`src/rtl/avd_pkg.sv`:
```
// Shared types, constants and the step scale table of the ADPCM voice decoder.
// No dependencies.
package avd_pkg;

  localparam int ADDR_BITS_DEF = 25;
  localparam int SAMPLE_W      = 16;
  localparam int STEP_W        = 15;
  localparam int NIB_W         = 4;
  localparam int SCALE_W       = 10;
  localparam int CFG_IDX_W     = 3;

  typedef logic signed [SAMPLE_W-1:0] sample_t;
  typedef logic [STEP_W-1:0]          step_t;
  typedef logic [NIB_W-1:0]           nib_t;

  // Request kinds carried on the input side
  localparam logic REQ_KEY_ON = 1'b0;
  localparam logic REQ_NIBBLE = 1'b1;

  // Configuration register indexes
  localparam logic [CFG_IDX_W-1:0] REG_SAMPLE_START = 3'd0;
  localparam logic [CFG_IDX_W-1:0] REG_SAMPLE_STOP  = 3'd1;
  localparam logic [CFG_IDX_W-1:0] REG_LOOP_START   = 3'd2;
  localparam logic [CFG_IDX_W-1:0] REG_LOOP_STOP    = 3'd3;
  localparam logic [CFG_IDX_W-1:0] REG_LOOP_ENABLE  = 3'd4;

  localparam step_t   STEP_MIN   = 15'd127;
  localparam step_t   STEP_MAX   = 15'h6000;
  localparam sample_t SAMPLE_MAX = 16'sh7FFF;
  localparam sample_t SAMPLE_MIN = -16'sh8000;

  // Status flags of one result
  typedef struct packed {
    logic playing;
    logic ended;
  } status_t;

  // Step scale factor in 1/256 units, indexed by the code magnitude
  function automatic logic [SCALE_W-1:0] step_scale(input logic [2:0] mag);
    logic [SCALE_W-1:0] f;
    case (mag)
      3'd4:    f = 10'h133;
      3'd5:    f = 10'h199;
      3'd6:    f = 10'h200;
      3'd7:    f = 10'h266;
      default: f = 10'h0E6;
    endcase
    return f;
  endfunction

endpackage

```
`src/rtl/adpcm_voice_decoder_with_loop.sv`:
```
// One ADPCM voice with one-shot or looped playback, stream in and stream out.
// Depends on avd_pkg and avd_voice.
// Throughput is one item per clock while the result stream does not stall. An accepted
// item waits in the input register; the decode and the voice state update are then
// combinational into the output register, which loads the result once it is free and
// offers it from there. The voice state feedback loop (sample, step, position) closes
// through that combinational update, which sets the rate. While a result waits, one more
// item is taken into the input register before the input side stalls.
module adpcm_voice_decoder_with_loop #(
  parameter int ADDR_BITS = avd_pkg::ADDR_BITS_DEF
) (
  input  logic                          clk,
  input  logic                          rst,
  // Input stream
  input  logic                          s_tvalid,
  output logic                          s_tready,
  input  logic [7:0]                    s_tdata,   // [3:0] nibble, rest zero
  input  logic                          s_tuser,   // [0] req_type
  // Result stream
  output logic                          m_tvalid,
  input  logic                          m_tready,
  // sample, next_address, playing, ended from bit 0 up, zero padded to bytes
  output logic [((avd_pkg::SAMPLE_W+ADDR_BITS+2+7)/8)*8-1:0] m_tdata,
  // Configuration writes
  input  logic                          cfg_we,
  input  logic [avd_pkg::CFG_IDX_W-1:0] cfg_index,
  input  logic [ADDR_BITS-1:0]          cfg_data
);
  import avd_pkg::*;

  localparam int RES_W = SAMPLE_W + ADDR_BITS + 2;
  localparam int OUT_W = ((RES_W + 7) / 8) * 8;

  logic [ADDR_BITS-1:0] sample_start, sample_stop, loop_start, loop_stop;
  logic                 loop_enable;

  logic                 in_valid, in_req;
  nib_t                 in_nib;
  logic                 advance;

  sample_t              res_sample;
  logic [ADDR_BITS-1:0] res_address;
  status_t              res_status;

  // Configuration registers
  always_ff @(posedge clk) begin
    if (rst) begin
      sample_start <= '0;
      sample_stop  <= '0;
      loop_start   <= '0;
      loop_stop    <= '0;
      loop_enable  <= 1'b0;
    end else if (cfg_we) begin
      unique case (cfg_index)
        REG_SAMPLE_START: sample_start <= cfg_data;
        REG_SAMPLE_STOP:  sample_stop  <= cfg_data;
        REG_LOOP_START:   loop_start   <= cfg_data;
        REG_LOOP_STOP:    loop_stop    <= cfg_data;
        REG_LOOP_ENABLE:  loop_enable  <= cfg_data[0];
        default: ;
      endcase
    end
  end

  // Input register; item moves on when the output register is free
  assign advance  = in_valid && (!m_tvalid || m_tready);
  assign s_tready = !in_valid || advance;

  always_ff @(posedge clk) begin
    if (rst) begin
      in_valid <= 1'b0;
    end else if (s_tready) begin
      in_valid <= s_tvalid;
    end
  end

  always_ff @(posedge clk) begin
    if (s_tvalid && s_tready) begin
      in_req <= s_tuser;
      in_nib <= s_tdata[NIB_W-1:0];
    end
  end

  avd_voice #(.ADDR_BITS(ADDR_BITS)) u_voice (
    .clk          (clk),
    .rst          (rst),
    .advance      (advance),
    .req          (in_req),
    .nib          (in_nib),
    .sample_start (sample_start),
    .sample_stop  (sample_stop),
    .loop_start   (loop_start),
    .loop_stop    (loop_stop),
    .loop_enable  (loop_enable),
    .res_sample   (res_sample),
    .res_address  (res_address),
    .res_status   (res_status)
  );

  // Output register
  always_ff @(posedge clk) begin
    if (rst) begin
      m_tvalid <= 1'b0;
    end else if (advance) begin
      m_tvalid <= 1'b1;
    end else if (m_tready) begin
      m_tvalid <= 1'b0;
    end
  end

  always_ff @(posedge clk) begin
    if (advance) begin
      m_tdata <= OUT_W'({res_status.ended, res_status.playing, res_address, res_sample});
    end
  end

endmodule

```
`src/rtl/avd_decode.sv`:
```
// ADPCM nibble arithmetic: sample update and step adaptation with clamps.
// Depends on avd_pkg.
module avd_decode (
  input  avd_pkg::sample_t sample,
  input  avd_pkg::step_t   step,
  input  avd_pkg::nib_t    nib,
  output avd_pkg::sample_t sample_next,
  output avd_pkg::step_t   step_next
);
  import avd_pkg::*;

  logic [3:0]                 mag;
  logic [STEP_W+3:0]          prod_d;
  logic [STEP_W:0]            quot;
  logic signed [SAMPLE_W+1:0] sum;
  logic [STEP_W+SCALE_W-1:0]  prod_s;
  logic [STEP_W+SCALE_W-9:0]  scaled;

  // Sample: step * (2m+1) / 8, truncated toward zero, sign applied after
  assign mag    = {nib[2:0], 1'b1};
  assign prod_d = step * mag;
  assign quot   = prod_d[STEP_W+3:3];

  always_comb begin
    if (nib[3]) begin
      sum = (SAMPLE_W+2)'(sample) - $signed({2'b00, quot});
    end else begin
      sum = (SAMPLE_W+2)'(sample) + $signed({2'b00, quot});
    end
    if (sum > (SAMPLE_W+2)'(SAMPLE_MAX)) begin
      sample_next = SAMPLE_MAX;
    end else if (sum < (SAMPLE_W+2)'(SAMPLE_MIN)) begin
      sample_next = SAMPLE_MIN;
    end else begin
      sample_next = sum[SAMPLE_W-1:0];
    end
  end

  // Step: step * scale / 256, clamped to the legal range
  assign prod_s = step * step_scale(nib[2:0]);
  assign scaled = prod_s[STEP_W+SCALE_W-1:8];

  always_comb begin
    if (scaled > (STEP_W+SCALE_W-8)'(STEP_MAX)) begin
      step_next = STEP_MAX;
    end else if (scaled < (STEP_W+SCALE_W-8)'(STEP_MIN)) begin
      step_next = STEP_MIN;
    end else begin
      step_next = scaled[STEP_W-1:0];
    end
  end

endmodule

```
`src/rtl/avd_voice.sv`:
```
// Voice state (sample, step, position, loop snapshot) and per-item control.
// Depends on avd_pkg and avd_decode.
module avd_voice #(
  parameter int ADDR_BITS = avd_pkg::ADDR_BITS_DEF
) (
  input  logic                 clk,
  input  logic                 rst,
  input  logic                 advance,
  input  logic                 req,
  input  avd_pkg::nib_t        nib,
  input  logic [ADDR_BITS-1:0] sample_start,
  input  logic [ADDR_BITS-1:0] sample_stop,
  input  logic [ADDR_BITS-1:0] loop_start,
  input  logic [ADDR_BITS-1:0] loop_stop,
  input  logic                 loop_enable,
  output avd_pkg::sample_t     res_sample,
  output logic [ADDR_BITS-1:0] res_address,
  output avd_pkg::status_t     res_status
);
  import avd_pkg::*;

  sample_t              cur_sample, cur_sample_next;
  step_t                cur_step, cur_step_next;
  logic [ADDR_BITS-1:0] position, position_next;
  sample_t              saved_sample, saved_sample_next;
  step_t                saved_step, saved_step_next;
  logic                 active, active_next;

  sample_t              src_sample, dec_sample;
  step_t                src_step, dec_step;
  logic [ADDR_BITS-1:0] pos_inc;
  logic                 at_loop_stop, at_loop_start, save_now;

  assign at_loop_stop  = position >= loop_stop;
  assign at_loop_start = position == loop_start;
  assign save_now      = !at_loop_stop && at_loop_start;
  assign pos_inc       = position + 1'b1;

  // A misaligned loop decodes from the restored snapshot
  assign src_sample = (loop_enable && at_loop_stop) ? saved_sample : cur_sample;
  assign src_step   = (loop_enable && at_loop_stop) ? saved_step   : cur_step;

  avd_decode u_decode (
    .sample      (src_sample),
    .step        (src_step),
    .nib         (nib),
    .sample_next (dec_sample),
    .step_next   (dec_step)
  );

  // Next state and result for the item in the input register
  always_comb begin
    cur_sample_next   = cur_sample;
    cur_step_next     = cur_step;
    position_next     = position;
    saved_sample_next = saved_sample;
    saved_step_next   = saved_step;
    active_next       = active;
    res_sample        = cur_sample;
    res_status.ended  = 1'b0;
    if (req == REQ_KEY_ON) begin
      position_next   = sample_start;
      cur_step_next   = STEP_MIN;
      cur_sample_next = '0;
      active_next     = 1'b1;
      res_sample      = '0;
    end else if (!active) begin
      res_sample = cur_sample;
    end else if (loop_enable) begin
      if (save_now) begin
        saved_sample_next = cur_sample;
        saved_step_next   = cur_step;
      end
      if (at_loop_stop && !at_loop_start) begin
        // Past the loop end off the loop start: restore only, nibble dropped
        cur_sample_next = saved_sample;
        cur_step_next   = saved_step;
        position_next   = loop_start;
        res_sample      = saved_sample;
      end else begin
        res_sample      = dec_sample;
        cur_sample_next = dec_sample;
        cur_step_next   = dec_step;
        position_next   = pos_inc;
        if (pos_inc >= loop_stop) begin
          cur_sample_next = save_now ? cur_sample : saved_sample;
          cur_step_next   = save_now ? cur_step   : saved_step;
          position_next   = loop_start;
        end
      end
    end else begin
      if (position >= sample_stop) begin
        active_next      = 1'b0;
        res_status.ended = 1'b1;
        res_sample       = cur_sample;
      end else begin
        cur_sample_next = dec_sample;
        cur_step_next   = dec_step;
        position_next   = pos_inc;
        res_sample      = dec_sample;
        if (pos_inc >= sample_stop) begin
          active_next      = 1'b0;
          res_status.ended = 1'b1;
        end
      end
    end
    res_address        = position_next;
    res_status.playing = active_next;
  end

  // State registers
  always_ff @(posedge clk) begin
    if (rst) begin
      cur_sample   <= '0;
      cur_step     <= '0;
      position     <= '0;
      saved_sample <= '0;
      saved_step   <= '0;
      active       <= 1'b0;
    end else if (advance) begin
      cur_sample   <= cur_sample_next;
      cur_step     <= cur_step_next;
      position     <= position_next;
      saved_sample <= saved_sample_next;
      saved_step   <= saved_step_next;
      active       <= active_next;
    end
  end

endmodule

```
`config.mk`:
```
export PLATFORM = sky130hd
export DESIGN_NAME = adpcm_voice_decoder_with_loop
export DESIGN_NICKNAME = d
export VERILOG_FILES = /design/src/rtl/avd_pkg.sv /design/src/rtl/adpcm_voice_decoder_with_loop.sv /design/src/rtl/avd_decode.sv /design/src/rtl/avd_voice.sv
export SDC_FILE = /design/constraint.sdc
export NUM_CORES = 1
export LEC_CHECK = 0
export BUFFER_PORTS_ARGS = -buffer_cell sky130_fd_sc_hd__buf_4
export CAP_MARGIN = 30
export CELL_PAD_IN_SITES_DETAIL_PLACEMENT = 1
export CELL_PAD_IN_SITES_GLOBAL_PLACEMENT = 1
export CORE_MARGIN = 4
export CORE_UTILIZATION = 30
export CTS_CLUSTER_SIZE = 24
export DETAILED_ROUTE_END_ITERATION = 7
export HOLD_SLACK_MARGIN = 0.15
export PLACE_DENSITY_LB_ADDON = 0.1
export SLEW_MARGIN = 10
export SYNTH_ARGS = -nofsm -noshare
export SYNTH_HDL_FRONTEND = slang
export SYNTH_SLANG_ARGS = --single-unit
```
`constraint.sdc`:
```
create_clock -name clk -period 10.2 [get_ports clk]
set_input_delay 1.02 -clock clk [delete_from_list [all_inputs] [get_ports clk]]
set_output_delay 1.02 -clock clk [all_outputs]
set_load 0.005 [all_outputs]
```
==> run_results.csv, run 1 <==
group,metric,value,unit
run_status,outcome,"completed",
sta,hold_viol_final,0,
placed_design,placed_area,23890,µm²
logic_synthesis,synth_sequential_area_ratio,24.11,%
setup_path,crit_path_max_fanout,10,
clock_tree,clock-sinks,239,
logic_synthesis,yosys_most_used_dff,"dfxtp_1",
pwr,power.static_leakage,11.54,nW
worst_hold_path,hp-start,"loop_stop[12]",
logic_synthesis,number_of_flops_mapped_to_enable_cells_by_yosys,48,
sta,clock_skews,33.66,ps
layout,postLayoutCoreUtil,34.81,%
logic_synthesis,post_synthesis_cells,2623,
pwr,net-switching-power,1.103,mW
clock_tree,cts_htree_levels,1,
logic_synthesis,synth.avg_cell_area,8.325,µm²
sta,slew_headroom,31.93,%
pwr,worst_ir_drop_vdd,0.1339,mV
worst_hold_path,timing.hold.worst.class,"reg -> reg",
setup_path,setup.reg_to_reg.worst_slack,620,ps
setup_path,startpoint_type,"register",
global_route,grt_antenna_before_repair,0,
drt,detail_route.iter0.violations,919,
pwr,combinationalPowerShare,30.6,%
layout,final_area,25010,µm²
setup_path,crit_top_cell,"buf_4",
setup_path,worst_ep_arrival_time,9920,ps
worst_hold_path,whs_endpoint,"loop_stop[12]",
floorplanning,die_y,277.8,µm
clock_tree,tritoncts.num_buffers,30,
logic_synthesis,yosys_register_bits,239,
floorplanning,floorplan.die.width,277.8,µm
layout,antenna-diode-count,0,
pwr,p_int,1.993,mW
pwr,power-per-cell-area,123.8,nW/µm²
logic_synthesis,number_of_library_cell_types_mapped_by_synthesis,100,
placed_design,port_buffers,82,
pwr,seq_power_share,32.4,%
placed_design,place.detailed.hpwl,62.73,mm
sta,final_min_period_over_clock_period,93.93,%
global_route,grt_pass1_vias,20494,
drt,drtPass1Iterations,5,
global_route,gr-usage-all-layers,20.75,%
setup_path,r2r_start,"loop_stop[16]",
logic_synthesis,synth_area,21840,µm²
floorplanning,core_area,71850,µm²
placed_design,gp_routability_congestion,0.8285,
setup_path,worst_path_largest_cell_delay,490,ps
layout,multiInputGateArea,15300,µm²
layout,area.sequential,5266,µm²
setup_path,cp-end-kind,"register",
pwr,clock_power_share,37.0,%
setup_path,crit_type,"reg -> reg",
global_route,grt_remaining_overflow,0,
drt,drcViolationCount,0,
sta,final.setup.tns,0,ps
sta,fmax,0.1044,GHz
global_route,global_route_wire_length_before_repair,125.9,mm
drt,totalWireLength,81.24,mm
layout,areaGrowthSynthToFinish,14.55,%
pwr,report.power.total,3.096,mW
drt,ant_nets,0,
sta,timing_worst_slew_pin_value,1020,ps
floorplanning,starting_utilization_of_the_core_area,30.39,%
sta,final-setup-viol-count,0,
floorplanning,rows,98,
floorplanning,die_area,77170,µm²
flow_run,drv.max_cap_violation_count,0,
logic_synthesis,postSynth.asyncResetShare,0,%
setup_path,critPathSlowestCell,"fa_1",
clock_tree,insertion_delay_to_the_later_sink_of_the_worst_skew_pair,620,ps
layout,nNetsFinal,3066,
clock_tree,cts-root-to-sink-buffers,3,
clock_tree,cts_tree,"built",
setup_path,timing.rr.end,"m_tdata[8]",
floorplanning,ios,92,
drt,vias_per_cell,5.277,
worst_hold_path,timing.hold.worst_path_depth,2,
clock_tree,clk_transition_reported_paths,60,ps
sta,period_minus_slack,9581,ps
logic_synthesis,ys.warnings.count,0,
clock_tree,clockRootBuffer,"clkbuf_16",
drt,vias,19378,
pwr,switching_share,35.62,%
drt,routedWlPerCell,22.12,µm
sta,slew_viol_final,0,
layout,fillerInstances,8556,
sta,hold_ws,456.1,ps
global_route,grt_max_degree,73,
setup_path,r2r.worst_path.cells,39,
setup_path,crit_required,10540,ps
layout,layout-drive-gt1-share,11.72,%
repair_timing:
item	in CTS	in global routing
resized for setup	0	3
setup buffers	0	5
hold buffers	0	0
setup endpoints to repair	0	32
worst max-delay path by stage:
stage / startpoint / end / slack (ps) / cells past startpoint
after floorplan: u_voice.position[0] / m_tdata[12] / 1170 / 40
after global placement: loop_stop[10] / m_tdata[0] / 580 / 40
after detailed placement: loop_stop[10] / m_tdata[0] / 400 / 39
after CTS: loop_stop[10] / m_tdata[0] / 300 / 39
after global routing: loop_stop[16] / m_tdata[14] / -4 / 43
final: loop_stop[16] / m_tdata[8] / 620 / 39
state kept, by name, summed over array words and instances (netlist names):
register	flops
u_voice.position	25
loop_enable	1
sample_stop	25
u_voice.saved_sample	16
u_voice.saved_step	15
in_valid	1
u_voice.cur_sample	16
in_req	1
m_tvalid	1
loop_stop	25
loop_start	25
in_nib	4
m_tdata	43
sample_start	25
u_voice.cur_step	15
u_voice.active	1
layout make-up:
class / count / share of cell area (%)
well taps: 950 / 4.752
flip-flops and latches: 239 / 21.05
clock buffers: 31 / 3.016
inverters: 196 / 2.941
repair buffers: 189 / 5.933
clock inverters: 25 / 1.151
multi-input cells: 2042 / 61.15
cell usage in the layout, fill, tap and decap left out, types with 10 or more instances in the layout:
master     synthesis  final
nand2_1          439    438
ha_1             198    198
a21oi_1          194    194
inv_1            194    193
dfxtp_1          191    190
nor2_1           187    185
buf_4              7    183
fa_1             128    128
mux2i_1           67     67
a21o_1            66     66
o21ai_0           65     65
xnor2_1           58     58
xor2_1            53     53
edfxtp_1          48     48
nor2b_1           41     40
o21a_1            35     35
nand3_1           35     34
and2_1            32     31
nand2b_1          30     30
clkbuf_16          0     30
a31oi_1           27     27
nand4_1           26     26
and3_1            25     24
o22ai_1           18     18
o211ai_1          17     17
a32oi_1           17     17
a22oi_1           17     17
o21ai_1           17     16
o21bai_1          16     16
o221ai_1          14     14
a21boi_0          11     11
a211oi_1          11     11
nor3_1            12     10
per-layer routing:
metal  global-route usage [%]  part of all wire, %  vias to the layer above
li1                         -                    -                     9213
met1                    28.99                   47                     9747
met2                    35.03                   47                      347
met3                    2.104                  3.8                       71
met4                    3.990                  1.8                        0
met5                        0                    0                        -
logic make-up (layout without fill, tap and decap cells):
| logic type | after synthesis | in the layout | synth area share (%) |
|---|---|---|---|
| AOI/OAI and AO/OA | 642 | 642 | 20.23 |
| xor gates and xnor gates | 115 | 115 | 4.750 |
| adders and majority gates | 326 | 326 | 23.08 |
| buffers and inverters | 346 | 441 | 6.263 |
| DFF | 239 | 239 | 24.11 |
| muxes | 71 | 71 | 3.312 |
| other | 1 | 5 | 0.01717 |
| and+or+nand+nor | 883 | 883 | 18.24 |
cells in the mapped netlist (10+ instances only):
cell | count | area (µm²)
buf_2 | 15 | 75.07
o22ai_1 | 18 | 112.6
o221ai_1 | 14 | 122.6
a21oi_2 | 10 | 87.58
o21a_1 | 35 | 262.8
o21bai_1 | 16 | 120.1
a32oi_1 | 17 | 148.9
and2_1 | 32 | 200.2
a21oi_1 | 194 | 970.9
o21ai_0 | 65 | 325.3
nor2b_1 | 41 | 256.5
nand4_1 | 26 | 162.7
clkbuf_1 | 115 | 431.7
nand2b_1 | 30 | 187.7
o211ai_1 | 17 | 127.6
a211oi_1 | 11 | 82.58
nor3_1 | 12 | 60.06
edfxtp_1 | 48 | 1441
a22oi_1 | 17 | 127.6
inv_1 | 194 | 728.2
a21boi_0 | 11 | 82.58
and3_1 | 25 | 156.4
a31oi_1 | 27 | 168.9
xor2_1 | 53 | 464.2
nor2_1 | 187 | 701.9
nand3_1 | 35 | 175.2
mux2i_1 | 67 | 670.6
fa_1 | 128 | 2562
ha_1 | 198 | 2477
a21o_1 | 66 | 495.5
xnor2_1 | 58 | 508.0
dfxtp_1 | 191 | 3824
o21ai_1 | 17 | 85.08
nand2_1 | 439 | 1648
stage by stage:
| step | cells | setup slack (ps) |
|---|---|---|
| 2_1_floorplan | 2627 | 1169 |
| 3_3_place_gp | 3607 | 575.1 |
| 3_5_place_dp | 3609 | 396.3 |
| 4_1_cts | 3665 | 300.5 |
| 5_1_grt | 3672 | -3.517 |
| 6_report | 3672 | 618.7 |
critical path, delay by kind of cell (launching register included):
family                   cells  cell delay [ps]
XOR/XNOR                     2              470
adder cells (fa/ha/maj)      5             2050
flip-flops                   1              330
AND/OR/NAND/NOR              8             1720
multiplexers                 1              130
buffers and inverters        8             1300
AO/OA/AOI/OAI               15             3300
power by group through the flow:
stage | Clock (mW) | Sequential [mW] | Combinational [mW]
3_3_place_gp | 0 | 1.02 | 0.921
3_5_place_dp | 0 | 1.02 | 0.941
6_report | 1.15 | 1.00 | 0.948
5_1_grt | 1.22 | 1.01 | 1.03
4_1_cts | 1.18 | 1.00 | 0.949
2_1_floorplan | 0 | 1.02 | 0.602
No activity file was read; power rests on OpenSTA's default activity.
==> inputs of run 2 (changes only) <==
--- a/config.mk
+++ b/config.mk
@@ -10,7 +10,7 @@
 export CELL_PAD_IN_SITES_DETAIL_PLACEMENT = 1
 export CELL_PAD_IN_SITES_GLOBAL_PLACEMENT = 1
 export CORE_MARGIN = 4
-export CORE_UTILIZATION = 30
+export CORE_UTILIZATION = 49
 export CTS_CLUSTER_SIZE = 24
 export DETAILED_ROUTE_END_ITERATION = 7
 export HOLD_SLACK_MARGIN = 0.15
==> run 2 against run 1 <==
  * Worst setup slack worse by 140 ps
  * Largest power group unchanged
  * Final cell count decreased by 11%
  * Cell area decreased by 2.7%
  * Combinational power shrank 2.7%
  * Global-route usage is 11 points higher
==> run_results.csv, run 2 (same netlist as run 1, synthesis figures left out) <==
group,metric,value,unit
setup_path,critPathSlowestCell,"fa_1",
pwr,power-per-cell-area,124.3,nW/µm²
placed_design,port_buffers,82,
layout,fillerInstances,5326,
clock_tree,cts_setup_buffers,0,
drt,vias_per_cell,6.047,
sta,clock_skews,18.92,ps
sta,hold_viol_final,0,
global_route,grt_pass1_vias,21191,
placed_design,place.detailed.hpwl,57.37,mm
sta,fmax,0.1028,GHz
layout,final_cells,3286,
clock_tree,tritoncts.num_buffers,30,
sta,rsz0062_at_grt,"false",
setup_path,crit_path_max_fanout,12,
global_route,gr-usage-all-layers,31.46,%
setup_path,crit_type,"reg -> reg",
global_route,grt_max_degree,93,
sta,hold_ws,454.1,ps
drt,drtPass1Iterations,6,
placed_design,gp_routability_congestion,0.9238,
drt,totalWireLength,76.69,mm
setup_path,worst_ep_arrival_time,10170,ps
drt,routedWlPerCell,23.34,µm
pwr,p_int,1.935,mW
layout,registers.top_by_ff_count,"m_tdata",
clock_tree,cts-root-to-sink-buffers,3,
layout,final_area,24330,µm²
clock_tree,postCtsHoldBufs,0,
layout,nNetsFinal,3038,
worst_hold_path,timing.hold.worst.class,"reg -> reg",
floorplanning,core_area,44120,µm²
pwr,seq_power_share,33.2,%
drt,detail_route.iter0.violations,1592,
sta,timing_worst_slew_pin_value,955.4,ps
flow_run,drv.max_cap_violation_count,0,
setup_path,cp_num_buf_inv,4,
drt,vias,19872,
setup_path,crit_required,10650,ps
global_route,grt_antenna_before_repair,2,
sta,final_min_period_over_clock_period,95.35,%
clock_tree,clk_transition_reported_paths,60,ps
drt,ant_nets,0,
clock_tree,clockRootBuffer,"clkbuf_16",
sta,slew_viol_final,0,
floorplanning,ios,92,
clock_tree,insertion_delay_to_the_later_sink_of_the_worst_skew_pair,590,ps
sta,final-setup-viol-count,0,
setup_path,startpoint_type,"register",
sta,final.setup.tns,0,ps
layout,mostFrequentLayoutCells,"nand2_1, ha_1, a21oi_1",
floorplanning,rows,77,
pwr,clock_power_share,36.4,%
drt,drcViolationCount,0,
layout,largest_reg_flops,43,
global_route,global_route_wire_length_before_repair,118.9,mm
run_status,outcome,"completed",
floorplanning,die_area,48000,µm²
setup_path,cp-end-kind,"register",
layout,commonest_non_fill_non_tap_cell_in_the_layout,"nand2_1",
global_route,grt_remaining_overflow,0,
pwr,report.power.total,3.026,mW
floorplanning,die_y,219.1,µm
pwr,net-switching-power,1.091,mW
pwr,worst_ir_drop_vdd,0.1110,mV
layout,areaGrowthSynthToFinish,11.44,%
placed_design,dpl.cell_count,3228,
sta,period_minus_slack,9726,ps
pwr,switching_share,36.05,%
floorplanning,starting_utilization_of_the_core_area,49.49,%
clock_tree,cts_htree_levels,1,
placed_design,placed_area,23240,µm²
layout,antenna-diode-count,0,
floorplanning,floorplan.die.width,219.1,µm
setup_path,worst_path_largest_cell_delay,500,ps
pwr,combinationalPowerShare,30.5,%
setup_path,worst_path_dominant_cell_family,"compound AO/OA/AOI/OAI gates",
sta,slew_headroom,36.16,%
pwr,power.static_leakage,11.38,nW
clock_tree,clock-sinks,239,
layout,layout-drive-gt1-share,10.76,%
clock_tree,cts_tree,"built",
-- run 2: worst min-delay path, cell delays in order (launching register included) --
cell and delay [ps]:
dfxtp_1 310, nand2_1 50, a21oi_1 50
-- run 2: cell type report --
type / instances / area [µm²] / share of cell area (%)
tap: 592 / 740.7 / 3.044
multi-input combinational: 2042 / 15300 / 62.86
inverter: 196 / 735.7 / 3.023
clock buffer: 37 / 787.0 / 3.234
sequential: 239 / 5268 / 21.65
timing repair buffer: 161 / 1297 / 5.332
clock inverter: 19 / 209.0 / 0.8587
-- run 2: layer usage --
metal / up-vias / global-route usage [%] / routed length (µm)
met3: 152 / 5.248 / 4962
met1: 9957 / 42.26 / 33690
met5: - / 0 / 6
met2: 618 / 52.07 / 35580
met4: 2 / 9.754 / 2452
li1: 9143 / - / -
-- run 2: path summary, 6_finish.rpt --
path / startpoint / end / slack [ps] / depth (start not counted)
max: loop_stop[18] / m_tdata[6] / 470 / 37
min: sample_stop[4] / sample_stop[4] / 450 / 2
max reg2reg: loop_stop[18] / m_tdata[6] / 470 / 37
min reg2reg: sample_stop[4] / sample_stop[4] / 450 / 2
-- run 2: per-stage QoR --
step	setup WS, ps	util (%)
after floorplan	1169	-
after global placement	592.1	52.52
after detailed placement	304.8	52.67
after CTS	186.5	54.93
after global routing	12.20	55.15
final	474.5	55.15
-- run 2: repair_timing --
| action | CTS | global route |
|---|---|---|
| resized for setup | 0 | 8 |
| hold endpoints to repair | 0 | 0 |
| setup endpoints to repair | 0 | 34 |
-- run 2: power groups by stage --
stage,logic [mW],registers (mW),clock network [mW]
CTS,0.900,1.00,1.11
detailed placement,0.890,1.02,0
floorplan,0.602,1.02,0
finish,0.922,1.00,1.10
global placement,0.852,1.02,0
global route,0.989,1.01,1.15
==> inputs of run 3 (changes only) <==
--- a/config.mk
+++ b/config.mk
@@ -5,16 +5,17 @@
 export SDC_FILE = /design/constraint.sdc
 export NUM_CORES = 1
 export LEC_CHECK = 0
+export ABC_AREA = 1
 export BUFFER_PORTS_ARGS = -buffer_cell sky130_fd_sc_hd__buf_4
 export CAP_MARGIN = 30
 export CELL_PAD_IN_SITES_DETAIL_PLACEMENT = 1
 export CELL_PAD_IN_SITES_GLOBAL_PLACEMENT = 1
 export CORE_MARGIN = 4
-export CORE_UTILIZATION = 49
+export CORE_UTILIZATION = 47
 export CTS_CLUSTER_SIZE = 24
 export DETAILED_ROUTE_END_ITERATION = 7
 export HOLD_SLACK_MARGIN = 0.15
-export PLACE_DENSITY_LB_ADDON = 0.1
+export PLACE_DENSITY = 0.85
 export SLEW_MARGIN = 10
 export SYNTH_ARGS = -nofsm -noshare
 export SYNTH_HDL_FRONTEND = slang
==> run 3 against run 2 <==
  * Critical path depth up 12
  * Maximum frequency up 1.0%
  * Area after synthesis up 1.9%
  * Count of clock-buffer cells in the layout unchanged
  * Combinational power up 69%
  * Final cell count up 16%
  * Die area up 6.0%
  * Synthesized cell count up 19%
  * Core utilization down 2.3 points
  * Wire length up 3.3%
  * Hold slack better by 42 ps
  * Critical endpoint is now m_tdata[5]
  * Highest routed layer is now met4
==> run_results.csv, run 3 <==
group,metric,value,unit
run_status,outcome,"completed",
setup_path,timing.rr.end,"m_tdata[5]",
placed_design,placed_area,23570,µm²
floorplanning,core_area,46650,µm²
setup_path,critPathSlowestCell,"fa_1",
layout,postLayoutCoreUtil,52.89,%
clock_tree,cts-root-to-sink-buffers,3,
setup_path,r2r.worst_path.cells,49,
pwr,seq_power_share,27.5,%
setup_path,crit_top_cell,"nand2_1",
logic_synthesis,synthMostInstantiatedCell,"nand2_1",
logic_synthesis,synthDominantAreaCellType,"dfxtp_1",
logic_synthesis,synthAdderAreaFrac,22.65,%
floorplanning,floorplan.die.width,225.6,µm
placed_design,place.detailed.hpwl,58.63,mm
setup_path,r2r_start,"u_voice.position[0]",
clock_tree,clockRootBuffer,"clkbuf_16",
sta,period_minus_slack,9625,ps
placed_design,port_buffers,82,
floorplanning,ios,92,
worst_hold_path,timing.hold.worst.class,"reg -> reg",
logic_synthesis,post_synthesis_cells,3130,
logic_synthesis,ys_top_cells_by_count,"nand2_1, inv_1, o21ai_0",
global_route,gr-usage-all-layers,30.68,%
drt,vias_per_cell,5.815,
logic_synthesis,area_share_of_and_or_nand_nor_cells_after_synthesis,21.63,%
sta,final.setup.tns,0,ps
pwr,power.static_leakage,12.33,nW
sta,clock_skews,31.39,ps
logic_synthesis,yosys_register_bits,239,
setup_path,crit_path_max_fanout,29,
logic_synthesis,postSynth.asyncResetShare,0,%
layout,final_cells,3800,
setup_path,crit_type,"reg -> reg",
layout,commonest_non_fill_non_tap_cell_in_the_layout,"nand2_1",
layout,areaGrowthSynthToFinish,10.89,%
setup_path,worstSetupStartpoint,"u_voice.position[0]",
logic_synthesis,number_of_library_cell_types_mapped_by_synthesis,58,
layout,layout-drive-gt1-share,7.798,%
clock_tree,clock-sinks,239,
placed_design,dpl.cell_count,3742,
global_route,grt_antenna_before_repair,0,
pwr,p_int,2.148,mW
logic_synthesis,synthDominantCellAreaShare,17.18,%
sta,slew_headroom,32.76,%
logic_synthesis,synth.top_cells.by_area,"dfxtp_1, fa_1, ha_1",
drt,detail_route.iter0.violations,1496,
clock_tree,cts_htree_levels,1,
sta,final_min_period_over_clock_period,94.37,%
flow_run,drv.max_cap_violation_count,0,
setup_path,worst_path_dominant_cell_family,"simple AND/OR/NAND/NOR gates",
global_route,busiest_layer,"met2",
logic_synthesis,number_of_flops_mapped_to_enable_cells_by_yosys,48,
pwr,net-switching-power,1.548,mW
pwr,combinationalPowerShare,42.2,%
logic_synthesis,synth_top_family_by_area,"adder cells",
setup_path,worst_ep_arrival_time,10070,ps
sta,slew_viol_final,0,
layout,nNetsFinal,3538,
setup_path,crit_end,"m_tdata[5]",
global_route,use_met1,38.12,%
clock_tree,tritoncts.num_buffers,30,
setup_path,setup.reg_to_reg.worst_slack,570,ps
logic_synthesis,post_synth_mux_area_share,0,%
setup_path,cp_num_buf_inv,6,
logic_synthesis,yosys_most_used_dff,"dfxtp_1",
logic_synthesis,synth_xor_area_share,3.936,%
layout,final_area,24670,µm²
sta,rsz0062_at_grt,"false",
sta,hold_viol_final,0,
setup_path,cp-end-kind,"register",
global_route,grt_remaining_overflow,0,
floorplanning,rows,79,
layout,registers.top_by_ff_count,"m_tdata",
layout,fillerInstances,6052,
placed_design,gp_routability_congestion,0.9316,
global_route,grt_pass1_vias,23607,
layout,largest_reg_flops,43,
pwr,clock_power_share,30.4,%
drt,vias,22096,
floorplanning,starting_utilization_of_the_core_area,47.69,%
logic_synthesis,ys.warnings.count,0,
drt,drtPass1Iterations,5,
setup_path,stages_on_worst_setup_path,49,
drt,ant_nets,0,
sta,final-setup-viol-count,0,
drt,totalWireLength,79.19,mm
clock_tree,cts_tree,"built",
global_route,grt_max_degree,109,
drt,routedWlPerCell,20.84,µm
sta,fmax,0.1039,GHz
clock_tree,insertion_delay_to_the_later_sink_of_the_worst_skew_pair,610,ps
clock_tree,cts_setup_buffers,0,
global_route,met2_usage,54.61,%
clock_tree,cts_resized,0,
global_route,global_route_wire_length_before_repair,125.8,mm
sta,hold_ws,495.9,ps
floorplanning,die_area,50890,µm²
setup_path,worst_path_largest_cell_delay,580,ps
clock_tree,postCtsHoldBufs,0,
pwr,worst_ir_drop_vdd,0.1375,mV
global_route,grt_use_met3,3.601,%
pwr,power-per-cell-area,149.8,nW/µm²
clock_tree,clk_transition_reported_paths,60,ps
logic_synthesis,synth_compound_area_share,17.84,%
sta,timing_worst_slew_pin_value,1009,ps
layout,antenna-diode-count,0,
drt,drcViolationCount,0,
floorplanning,die_y,225.6,µm
logic_synthesis,synth_area,22250,µm²
logic_synthesis,synth.avg_cell_area,7.109,µm²
pwr,switching_share,41.88,%
setup_path,startpoint_type,"register",
layout,mostFrequentLayoutCells,"nand2_1, inv_1, o21ai_0",
setup_path,crit_required,10650,ps
logic_synthesis,synth_sequential_area_ratio,23.66,%
-- run 3: power by group through the flow --
stage	logic (mW)	registers, mW	clock network, mW
2_1_floorplan	1.08	1.03	0
3_3_place_gp	1.43	1.03	0
3_5_place_dp	1.51	1.03	0
4_1_cts	1.53	1.01	1.13
5_1_grt	1.73	1.02	1.17
6_report	1.56	1.02	1.12
-- run 3: layout make-up --
type,instances,area [µm²],area share (%)
Sequential cell,239,5266,21.34
Timing Repair Buffer,138,1129,4.574
Inverter,459,1723,6.983
Clock buffer,37,808.3,3.276
Tap cell,607,759.5,3.078
Multi-Input combinational cell,2302,14780,59.89
Clock inverter,18,211.5,0.8570
-- run 3: worst reg2reg max path, delay by kind of cell, from the launching register on --
family,cells,cell delay (ps)
AND/OR/NAND/NOR,28,3860
adder cells (fa/ha/maj),5,2170
flip-flops,1,470
buffers and inverters,6,820
AO/OA/AOI/OAI,7,1350
XOR/XNOR,3,820
-- run 3: worst min-delay path by stage --
stage	start	end	cells past startpoint
after floorplan	loop_stop[0]	loop_stop[0]	2
after global placement	loop_stop[0]	loop_stop[0]	2
after detailed placement	u_voice.cur_step[12]	u_voice.cur_step[12]	2
after CTS	loop_stop[0]	loop_stop[0]	2
after global routing	u_voice.cur_step[12]	u_voice.cur_step[12]	2
final	u_voice.cur_step[7]	u_voice.cur_step[7]	2
-- run 3: logic make-up (layout without fill, tap and decap cells) --
logic type | count (synthesis) | in the layout
simple gates | 1141 | 1141
compound gates | 730 | 730
buf+inv | 593 | 652
fa+ha+maj | 326 | 326
flops | 239 | 239
xor+xnor | 100 | 100
other cells | 1 | 5
-- run 3: routing by layer --
metal / wire, µm / part of all wire, %
met5: 0 / 0
met4: 3231 / 4.1
met3: 4155 / 5.2
met2: 39590 / 50
met1: 32220 / 41
-- run 3: through the flow --
step	power, mW	worst slack, ps
after global placement	2.467	956.9
after floorplan	2.110	2343
final	3.696	574.6
after CTS	3.680	447.4
after detailed placement	2.549	580.0
after global routing	3.917	21.09
